## src/hdl/sewv_pkg.sv

```systemverilog
`timescale 1ns / 1ps
`default_nettype none
// ----------------------------------------------------------------------------
// sewv_pkg
// Types and constants shared by the serial EEPROM write/verify sequencer.
// ----------------------------------------------------------------------------
package sewv_pkg;

    localparam logic [2:0] OP_STATUS = 3'b001;
    localparam logic [2:0] OP_READ   = 3'b010;
    localparam logic [2:0] OP_WRITE  = 3'b100;

    localparam logic       OPC_START = 1'b0;
    localparam logic       OPC_TICK  = 1'b1;

    localparam logic [0:0] CFG_BUSY_LIMIT  = 1'b0;
    localparam logic [0:0] CFG_RETRY_LIMIT = 1'b1;

    localparam logic [15:0] BUSY_LIMIT_RST  = 16'd100;
    localparam logic [15:0] RETRY_LIMIT_RST = 16'd3;

    typedef enum logic [2:0] {
        CMD_NONE  = 3'd0,
        CMD_RDSR  = 3'd1,
        CMD_READ  = 3'd2,
        CMD_WREN  = 3'd3,
        CMD_WRITE = 3'd4
    } cmd_t;

    typedef enum logic [2:0] {
        PH_CHOOSE = 3'd0,
        PH_STATUS = 3'd1,
        PH_READ   = 3'd2,
        PH_WREN   = 3'd3,
        PH_WRITE  = 3'd4
    } phase_t;

    typedef struct packed {
        phase_t      phase;
        logic [2:0]  pending_ops;
        logic [15:0] cur_address;
        logic [15:0] bytes_left;
        logic [15:0] busy_polls;
        logic [15:0] retries_used;
        logic [7:0]  pending_byte;
        logic [15:0] assembled_word;
        logic [15:0] word_offset;
        logic        error_flag;
        logic        buffer_present;
    } seq_state_t;

    typedef struct packed {
        logic        opcode;
        logic [2:0]  request_flags;
        logic [15:0] start_address;
        logic [15:0] byte_count;
        logic        has_buffer;
        logic [15:0] write_word;
        logic [7:0]  spi_reply;
    } req_item_t;

    typedef struct packed {
        cmd_t        spi_command;
        logic [15:0] spi_address;
        logic [7:0]  spi_data;
        logic [15:0] read_data;
        logic        read_word_valid;
        logic [15:0] word_index;
        logic        active;
        logic        error;
    } res_item_t;

    typedef struct packed {
        logic [15:0] busy_limit;
        logic [15:0] retry_limit;
    } seq_cfg_t;

endpackage : sewv_pkg
`default_nettype wire

```

## src/hdl/spi_eeprom_write_verify_sequencer_top.sv

```systemverilog
`timescale 1ns / 1ps
`default_nettype none
// ----------------------------------------------------------------------------
// spi_eeprom_write_verify_sequencer_top
// Serial EEPROM command sequencer with write, read-back verify and retry.
// ----------------------------------------------------------------------------
//
// Channel   Dir  Handshake          Carries
// s_*       in   tvalid/tready      start request or tick with device reply
// m_*       out  tvalid/tready      one command/result per request
// cfg_*     in   cfg_we             busy_limit (0), retry_limit (1)
//
// Every accepted request yields exactly one result. A request is held in the
// input register; the step logic then updates the sequencer state and
// loads the result register in the same cycle, so throughput is one request
// per clock while m_tready does not stall. A request passes the input
// register and then the result register before m_tvalid rises. A stalled
// m_tready holds the result; the input register still takes one more
// request. rst_n clears control state and loads the limits to 100 and 3.
// ----------------------------------------------------------------------------
module spi_eeprom_write_verify_sequencer_top #(
    parameter int ADDR_BITS = 16
) (
    input  wire logic        clk,
    input  wire logic        rst_n,

    input  wire logic        s_tvalid,
    output logic             s_tready,
    // [0] opcode
    input  wire logic [0:0]  s_tuser,
    // [2:0] request_flags, [18:3] start_address, [34:19] byte_count,
    // [35] has_buffer, [51:36] write_word, [59:52] spi_reply, [63:60] zero
    input  wire logic [63:0] s_tdata,

    output logic             m_tvalid,
    input  wire logic        m_tready,
    // [0] read_word_valid
    output logic [0:0]       m_tuser,
    // [2:0] spi_command, [18:3] spi_address, [26:19] spi_data,
    // [42:27] read_data, [58:43] word_index, [59] active, [60] error,
    // [63:61] zero
    output logic [63:0]      m_tdata,

    input  wire logic        cfg_we,
    input  wire logic [0:0]  cfg_index,
    input  wire logic [15:0] cfg_data
);
    import sewv_pkg::*;

    logic       in_valid_reg;
    req_item_t  in_item_reg;
    logic       out_valid_reg;
    res_item_t  out_item_reg;
    seq_state_t st_reg;
    seq_state_t st_next;
    res_item_t  res_next;
    seq_cfg_t   cfg_reg;
    req_item_t  s_item;
    logic       advance;

    // unpack the incoming request
    assign s_item.opcode        = s_tuser[0];
    assign s_item.request_flags = s_tdata[2:0];
    assign s_item.start_address = s_tdata[18:3];
    assign s_item.byte_count    = s_tdata[34:19];
    assign s_item.has_buffer    = s_tdata[35];
    assign s_item.write_word    = s_tdata[51:36];
    assign s_item.spi_reply     = s_tdata[59:52];

    // step fires when a request is held and the result slot is free or draining
    assign advance  = in_valid_reg && (!out_valid_reg || m_tready);
    assign s_tready = !in_valid_reg || advance;

    always_ff @(posedge clk or negedge rst_n)
    begin
        if (!rst_n)
            in_valid_reg <= 1'b0;
        else if (s_tready)
            in_valid_reg <= s_tvalid;
    end

    always_ff @(posedge clk)
    begin
        if (s_tready && s_tvalid)
            in_item_reg <= s_item;
    end

    // configuration registers
    always_ff @(posedge clk or negedge rst_n)
    begin
        if (!rst_n)
        begin
            cfg_reg.busy_limit  <= BUSY_LIMIT_RST;
            cfg_reg.retry_limit <= RETRY_LIMIT_RST;
        end
        else if (cfg_we)
        begin
            case (cfg_index)
                CFG_BUSY_LIMIT:  cfg_reg.busy_limit  <= cfg_data;
                CFG_RETRY_LIMIT: cfg_reg.retry_limit <= cfg_data;
                default:         cfg_reg.busy_limit  <= cfg_reg.busy_limit;
            endcase
        end
    end

    sewv_step #(
        .ADDR_BITS (ADDR_BITS)
    ) u_step (
        .st      (st_reg),
        .item    (in_item_reg),
        .cfg     (cfg_reg),
        .st_next (st_next),
        .res     (res_next)
    );

    // sequencer state, all cleared by reset
    always_ff @(posedge clk or negedge rst_n)
    begin
        if (!rst_n)
        begin
            st_reg.phase          <= PH_CHOOSE;
            st_reg.pending_ops    <= 3'b000;
            st_reg.cur_address    <= 16'h0000;
            st_reg.bytes_left     <= 16'h0000;
            st_reg.busy_polls     <= 16'h0000;
            st_reg.retries_used   <= 16'h0000;
            st_reg.pending_byte   <= 8'h00;
            st_reg.assembled_word <= 16'h0000;
            st_reg.word_offset    <= 16'h0000;
            st_reg.error_flag     <= 1'b0;
            st_reg.buffer_present <= 1'b0;
        end
        else if (advance)
        begin
            st_reg <= st_next;
        end
    end

    // result register
    always_ff @(posedge clk or negedge rst_n)
    begin
        if (!rst_n)
            out_valid_reg <= 1'b0;
        else if (advance)
            out_valid_reg <= 1'b1;
        else if (m_tready)
            out_valid_reg <= 1'b0;
    end

    always_ff @(posedge clk)
    begin
        if (advance)
            out_item_reg <= res_next;
    end

    assign m_tvalid = out_valid_reg;
    assign m_tuser  = out_item_reg.read_word_valid;
    assign m_tdata  = {3'b000,
                       out_item_reg.error,
                       out_item_reg.active,
                       out_item_reg.word_index,
                       out_item_reg.read_data,
                       out_item_reg.spi_data,
                       out_item_reg.spi_address,
                       out_item_reg.spi_command};

endmodule : spi_eeprom_write_verify_sequencer_top
`default_nettype wire

```

## src/hdl/sewv_step.sv

```systemverilog
`timescale 1ns / 1ps
`default_nettype none
// ----------------------------------------------------------------------------
// sewv_step
// One sequencer step: next state and result for one request.
// ----------------------------------------------------------------------------
module sewv_step #(
    parameter int ADDR_BITS = 16
) (
    input  sewv_pkg::seq_state_t st,
    input  sewv_pkg::req_item_t  item,
    input  sewv_pkg::seq_cfg_t   cfg,
    output sewv_pkg::seq_state_t st_next,
    output sewv_pkg::res_item_t  res
);
    import sewv_pkg::*;

    localparam logic [15:0] ADDR_MASK = (ADDR_BITS >= 16) ? 16'hFFFF
                                      : 16'((32'd1 << ADDR_BITS) - 32'd1);

    logic [16:0] busy_inc;
    logic [16:0] retry_inc;
    logic [15:0] wr_src;
    logic        advance;

    assign busy_inc  = {1'b0, st.busy_polls} + 17'd1;
    assign retry_inc = {1'b0, st.retries_used} + 17'd1;
    assign wr_src    = st.buffer_present ? item.write_word : 16'h0000;

    always_comb
    begin
        st_next             = st;
        advance             = 1'b0;
        res.spi_command     = CMD_NONE;
        res.spi_address     = 16'h0000;
        res.spi_data        = 8'h00;
        res.read_word_valid = 1'b0;
        res.word_index      = st.word_offset;

        if (item.opcode == OPC_START)
        begin
            st_next.pending_ops    = item.request_flags;
            st_next.cur_address    = item.start_address & ADDR_MASK;
            st_next.bytes_left     = item.byte_count;
            st_next.buffer_present = item.has_buffer;
            st_next.error_flag     = 1'b0;
            st_next.phase          = PH_CHOOSE;
            st_next.busy_polls     = 16'h0000;
            st_next.retries_used   = 16'h0000;
            st_next.word_offset    = 16'h0000;
            res.word_index         = 16'h0000;
        end
        else if (st.pending_ops == 3'b000)
        begin
            st_next.phase = PH_CHOOSE;
        end
        else
        begin
            case (st.phase)
                PH_CHOOSE:
                begin
                    if ((st.pending_ops & OP_STATUS) != 3'b000)
                        st_next.phase = PH_STATUS;
                    else if ((st.pending_ops & OP_READ) != 3'b000)
                        st_next.phase = PH_READ;
                    else
                        st_next.phase = PH_WREN;
                end
                PH_STATUS:
                begin
                    res.spi_command = CMD_RDSR;
                    st_next.phase   = PH_CHOOSE;
                    if ((st.pending_ops & OP_WRITE) == 3'b000)
                    begin
                        st_next.assembled_word = {8'h00, item.spi_reply};
                        res.read_word_valid    = 1'b1;
                        st_next.pending_ops    = 3'b000;
                    end
                    else if (!item.spi_reply[0])
                    begin
                        st_next.pending_ops = st.pending_ops & ~OP_STATUS;
                    end
                    else
                    begin
                        // device still busy: poll again until the limit
                        st_next.busy_polls = busy_inc[16] ? 16'hFFFF : busy_inc[15:0];
                        if (busy_inc < {1'b0, cfg.busy_limit})
                            st_next.phase = PH_STATUS;
                        else
                        begin
                            st_next.error_flag  = 1'b1;
                            st_next.pending_ops = 3'b000;
                        end
                    end
                end
                PH_READ:
                begin
                    res.spi_command = CMD_READ;
                    res.spi_address = st.cur_address;
                    st_next.phase   = PH_CHOOSE;
                    if ((st.pending_ops & OP_WRITE) == 3'b000)
                    begin
                        advance = 1'b1;
                        if (!st.cur_address[0])
                            st_next.assembled_word = {8'h00, item.spi_reply};
                        else
                        begin
                            st_next.assembled_word = {item.spi_reply,
                                                      st.assembled_word[7:0]};
                            res.read_word_valid    = 1'b1;
                        end
                    end
                    else if (item.spi_reply != st.pending_byte)
                    begin
                        // verify mismatch: rewrite the same byte until the retry limit
                        st_next.retries_used = retry_inc[16] ? 16'hFFFF
                                                             : retry_inc[15:0];
                        if (retry_inc < {1'b0, cfg.retry_limit})
                            st_next.pending_ops = st.pending_ops & ~OP_READ;
                        else
                        begin
                            st_next.error_flag  = 1'b1;
                            st_next.pending_ops = 3'b000;
                        end
                    end
                    else
                    begin
                        advance              = 1'b1;
                        st_next.retries_used = 16'h0000;
                        st_next.pending_ops  = st.pending_ops & ~OP_READ;
                    end

                    if (advance)
                    begin
                        if (st.bytes_left > 16'd1)
                        begin
                            if (st.buffer_present && st.cur_address[0])
                                st_next.word_offset = st.word_offset + 16'd1;
                            st_next.cur_address = (st.cur_address + 16'd1) & ADDR_MASK;
                            st_next.bytes_left  = st.bytes_left - 16'd1;
                        end
                        else
                        begin
                            st_next.retries_used = 16'h0000;
                            st_next.bytes_left   = 16'h0000;
                            st_next.pending_ops  = 3'b000;
                        end
                    end
                end
                PH_WREN:
                begin
                    st_next.pending_byte = st.cur_address[0] ? wr_src[15:8] : wr_src[7:0];
                    res.spi_command      = CMD_WREN;
                    st_next.phase        = PH_WRITE;
                end
                PH_WRITE:
                begin
                    res.spi_command     = CMD_WRITE;
                    res.spi_address     = st.cur_address;
                    res.spi_data        = st.pending_byte;
                    st_next.pending_ops = st.pending_ops | OP_STATUS | OP_READ;
                    st_next.busy_polls  = 16'h0000;
                    st_next.phase       = PH_CHOOSE;
                end
                default:
                begin
                    st_next.phase = PH_CHOOSE;
                end
            endcase
        end

        res.read_data = st_next.assembled_word;
        res.active    = (st_next.pending_ops != 3'b000);
        res.error     = st_next.error_flag;
    end

endmodule : sewv_step
`default_nettype wire

```

## config.mk

```make
export PLATFORM = sky130hd
export DESIGN_NAME = spi_eeprom_write_verify_sequencer_top
export DESIGN_NICKNAME = d
export VERILOG_FILES = /design/src/hdl/sewv_pkg.sv /design/src/hdl/spi_eeprom_write_verify_sequencer_top.sv /design/src/hdl/sewv_step.sv
export SDC_FILE = /design/constraint.sdc
export NUM_CORES = 1
export LEC_CHECK = 0
export BUFFER_PORTS_ARGS = -buffer_cell sky130_fd_sc_hd__clkbuf_2
export CORE_MARGIN = 8
export CORE_UTILIZATION = 54
export CTS_BUF_LIST = sky130_fd_sc_hd__clkbuf_16
export DETAILED_ROUTE_END_ITERATION = 8
export PLACE_DENSITY = 0.78
export SLEW_MARGIN = 10
export SYNTH_ARGS = -nofsm -noshare
export SYNTH_HDL_FRONTEND = slang
export SYNTH_HIERARCHICAL = 1
export SYNTH_SLANG_ARGS = --single-unit
export TNS_END_PERCENT = 100
```

## constraint.sdc

```tcl
create_clock -name clk -period 3.8 [get_ports clk]
set_clock_uncertainty 0.05 [all_clocks]
set_input_delay 0.76 -clock clk [delete_from_list [all_inputs] [get_ports clk]]
set_output_delay 0.76 -clock clk [all_outputs]
set_load 0.02 [all_outputs]
```

==> flow_summary.yaml <==
clocking:
  clk_latency_ns: 0.54
  cts_tree: "built"
  numCtsBuffers: 29
  clockRootBuffer: "clkbuf_16"
  cts_hold_buffers: 0
  clk_pin_slew_ns: 0.07
  postCtsSetupBuffers: 0
  cts_resized: 0
  cts_max_level: 1
  clockBufferDepth: 3
  cts.sinks: 269
global_routing:
  grt_pass1_vias: 10700
  grt-ovfl-total: 0
  grt_most_used_layer: "met2"
  grt_max_degree: 92
  grtUsageMet2: 0.346
  grt_pass1_wl_um: 55000
  use_met1: 0.256
  grt_use_total: 0.202
  use_met3: 0.0335
  antenna_found_initial: 0
sta:
  min_period_over_period: 0.953
  max_freq_mhz: 276
  setup_viol_count_final: 0
  layout_min_cycle_time_ns: 3.62
  holdWs_ns: 0.245
  report.final.slew_viol_count: 0
  slew_headroom: 0.388
  hold_viol_final: 0
  tns_ns: 0
  worstMarginPinSlew_ns: 0.917
detailed_routing:
  antenna_left: 0
  wl_um: 33800
  dr.pass1.iters: 5
  routed-via-count: 10400
  wl_per_cell_um: 19.1
  drt_iter0_drc: 817
  routed_via_density: 5.89
  drcViolationCount: 0
critical_path:
  crit_fanout: 8
  setup.worst_path.start_class: "register"
  worst_setup_path_end_kind: "register"
  crit_required_ns: 4.03
  path_class: "register to register"
  cp_data_arrival_time_ns: 3.85
floorplan:
  initial_core_util: 0.544
  die_w_um: 180
  num_rows: 60
  die_area_um2: 32400
  dieHeight_um: 180
  fp.coreArea_um2: 26700
  num_io_pins: 154
synthesis:
  async_flop_share: 0.543
  yosysWarnings: 6
  synth-edff-count: 123
  seq_area_frac_synth: 0.506
  ys_types: 75
  yosys_most_used_dff: "dfrtp_1"
  syn_area_um2: 14500
  syn_avg_cell_area_um2: 11.4
  netlist_instances: 1281
  ys_ff_latch: 269
final_layout:
  largest_register_ff_count: 112
  antennaDiodeCount: 0
  syn_to_final_growth_pct: 13.5
  fin_cells: 1772
  drive_gt1_frac: 0.298
  fin_nets: 1532
placement:
  hpwlAfterDp_um: 23100
  place_inst: 1719
  gp_congestion: 0.887
  place.port_buffers: 146
pwr:
  vdd_drop_max_mv: 0.397
  leakagePower_nw: 7.13
  p_total_mw: 9.41
  power.density_nw_per_um2: 570
outcome:
  status: "finished clean"
run:
  maxCapViolCount: 0
min_path:
  hold_class: "primary input to asynchronous set/reset pin"
## path summary, 6_finish.rpt
path | slack (ns) | from | depth (start not counted) | end
max reg2reg | 0.18 | st_reg[42]$_DFFE_PN0P_ | 13 | m_tdata[59]$_DFFE_PP_
min reg2reg | 0.46 | cfg_reg[23]$_DFFE_PN0P_ | 1 | cfg_reg[23]$_DFFE_PN0P_
min | 0.24 | rst_n | 1 | cfg_reg[10]$_DFFE_PN0P_
max in group asynchronous | 2.60 | rst_n | 2 | cfg_reg[1]$_DFFE_PN1P_
max | 0.18 | st_reg[42]$_DFFE_PN0P_ | 13 | m_tdata[59]$_DFFE_PP_
min in group clk | 0.35 | s_tdata[58] | 1 | in_item_reg[6]$_DFFE_PP_
## cells in the mapped netlist, types with 3 or more instances
| cell | instances | area [µm²] |
|---|---|---|
| clkbuf_1 | 41 | 154 |
| buf_2 | 11 | 55.1 |
| mux2_4 | 69 | 1040 |
| a41oi_1 | 3 | 26.3 |
| inv_1 | 48 | 180 |
| ha_1 | 36 | 450 |
| or3_1 | 20 | 125 |
| nand4_1 | 20 | 125 |
| nor2_1 | 92 | 345 |
| a21oi_1 | 83 | 415 |
| nand3_1 | 41 | 205 |
| and2_1 | 43 | 269 |
| a221oi_1 | 3 | 26.3 |
| a22o_1 | 5 | 43.8 |
| nor2b_1 | 4 | 25.0 |
| or2_1 | 3 | 18.8 |
| nand4_2 | 3 | 37.5 |
| a31oi_1 | 10 | 62.6 |
| buf_4 | 21 | 158 |
| nor4_4 | 3 | 63.8 |
| edfxtp_1 | 123 | 3690 |
| o311ai_0 | 3 | 26.3 |
| o31ai_1 | 6 | 45.0 |
| o22ai_1 | 3 | 18.8 |
| and3_1 | 13 | 81.3 |
| xnor2_1 | 42 | 368 |
| nand2b_1 | 4 | 25.0 |
| xor2_1 | 17 | 149 |
| buf_6 | 10 | 113 |
| or4_1 | 5 | 37.5 |
| nor3_1 | 23 | 115 |
| a21o_1 | 8 | 60.1 |
| nand2_1 | 85 | 319 |
| nor4_1 | 10 | 62.6 |
| o211ai_1 | 7 | 52.6 |
| o21a_1 | 6 | 45.0 |
| and4_1 | 4 | 35.0 |
| dfstp_2 | 5 | 131 |
| dfrtp_1 | 141 | 3530 |
| a211o_1 | 4 | 35.0 |
| mux2_2 | 94 | 1060 |
| a211oi_1 | 4 | 30.0 |
| o21ai_1 | 14 | 70.1 |
| o21ai_0 | 51 | 255 |
## critical path, cell delays in order, from the launching register on
cell	delay [ns]
dfrtp_2	0.45
nand3_1	0.15
nor3_1	0.28
buf_4	0.18
nand3_1	0.17
xnor2_1	0.19
ha_1	0.28
nand4_1	0.12
nor4_1	0.30
a221oi_1	0.11
o211ai_1	0.23
a21oi_1	0.12
a21o_1	0.18
or4_1	0.52
## placed cells by master (no fill, tap or decap), types with 17 or more instances in the layout
| master | n |
|---|---|
| mux2_2 | 94 |
| nand4_1 | 20 |
| or3_1 | 20 |
| clkbuf_16 | 31 |
| a21oi_1 | 83 |
| and2_1 | 42 |
| xnor2_1 | 42 |
| clkbuf_2 | 145 |
| nand3_1 | 41 |
| buf_4 | 30 |
| ha_1 | 36 |
| nand2_1 | 85 |
| edfxtp_1 | 123 |
| inv_1 | 47 |
| dfrtp_1 | 137 |
| mux2_4 | 69 |
| xor2_1 | 17 |
| nor2_1 | 92 |
| o21ai_0 | 51 |
| nor3_1 | 21 |
## cell type report
cell class,instances,area (µm²)
fill,2079,10200
sequential,269,7360
multi-input combinational,882,6570
timing repair buffer,179,1020
clock buffer,31,776
tap,341,427
clock inverter,22,181
inverter,48,180
## per-layer routing
| layer | part of all wire | wire length (µm) |
|---|---|---|
| met3 | 0.048 | 1640 |
| met4 | 0.033 | 1110 |
| met1 | 0.43 | 14400 |
| met2 | 0.49 | 16700 |
| met5 | 0 | 0 |
## power breakdown
part           leakage, nW  internal, mW  switching, mW
registers             3.05          3.58          0.452
clock network        0.470          1.62           1.18
logic                 3.61          1.14           1.45
total                 7.13          6.34           3.08
## per-stage QoR
| stage | setup WS, ns | area [µm²] | util |
|---|---|---|---|
| floorplan | 0.147 | 14600 | - |
| global placement | 0.124 | 15500 | 0.581 |
| detailed placement | 0.0426 | 15500 | 0.581 |
| CTS | 0.00527 | 16500 | 0.617 |
| global route | -0.0279 | 16500 | 0.618 |
| finish | 0.177 | 16500 | 0.618 |
## cells by family (layout without fill, tap and decap cells)
group | count (synthesis) | in the layout | share of synthesized area
simple gates | 386 | 386 | 0.138
buf+inv | 132 | 280 | 0.0456
fa+ha+maj | 36 | 36 | 0.0310
compound gates | 233 | 233 | 0.0983
mux | 165 | 165 | 0.145
flops | 269 | 269 | 0.506
xor+xnor | 59 | 59 | 0.0355
other cells | 1 | 3 | 0.000258
(Power assumes the default switching activity.)
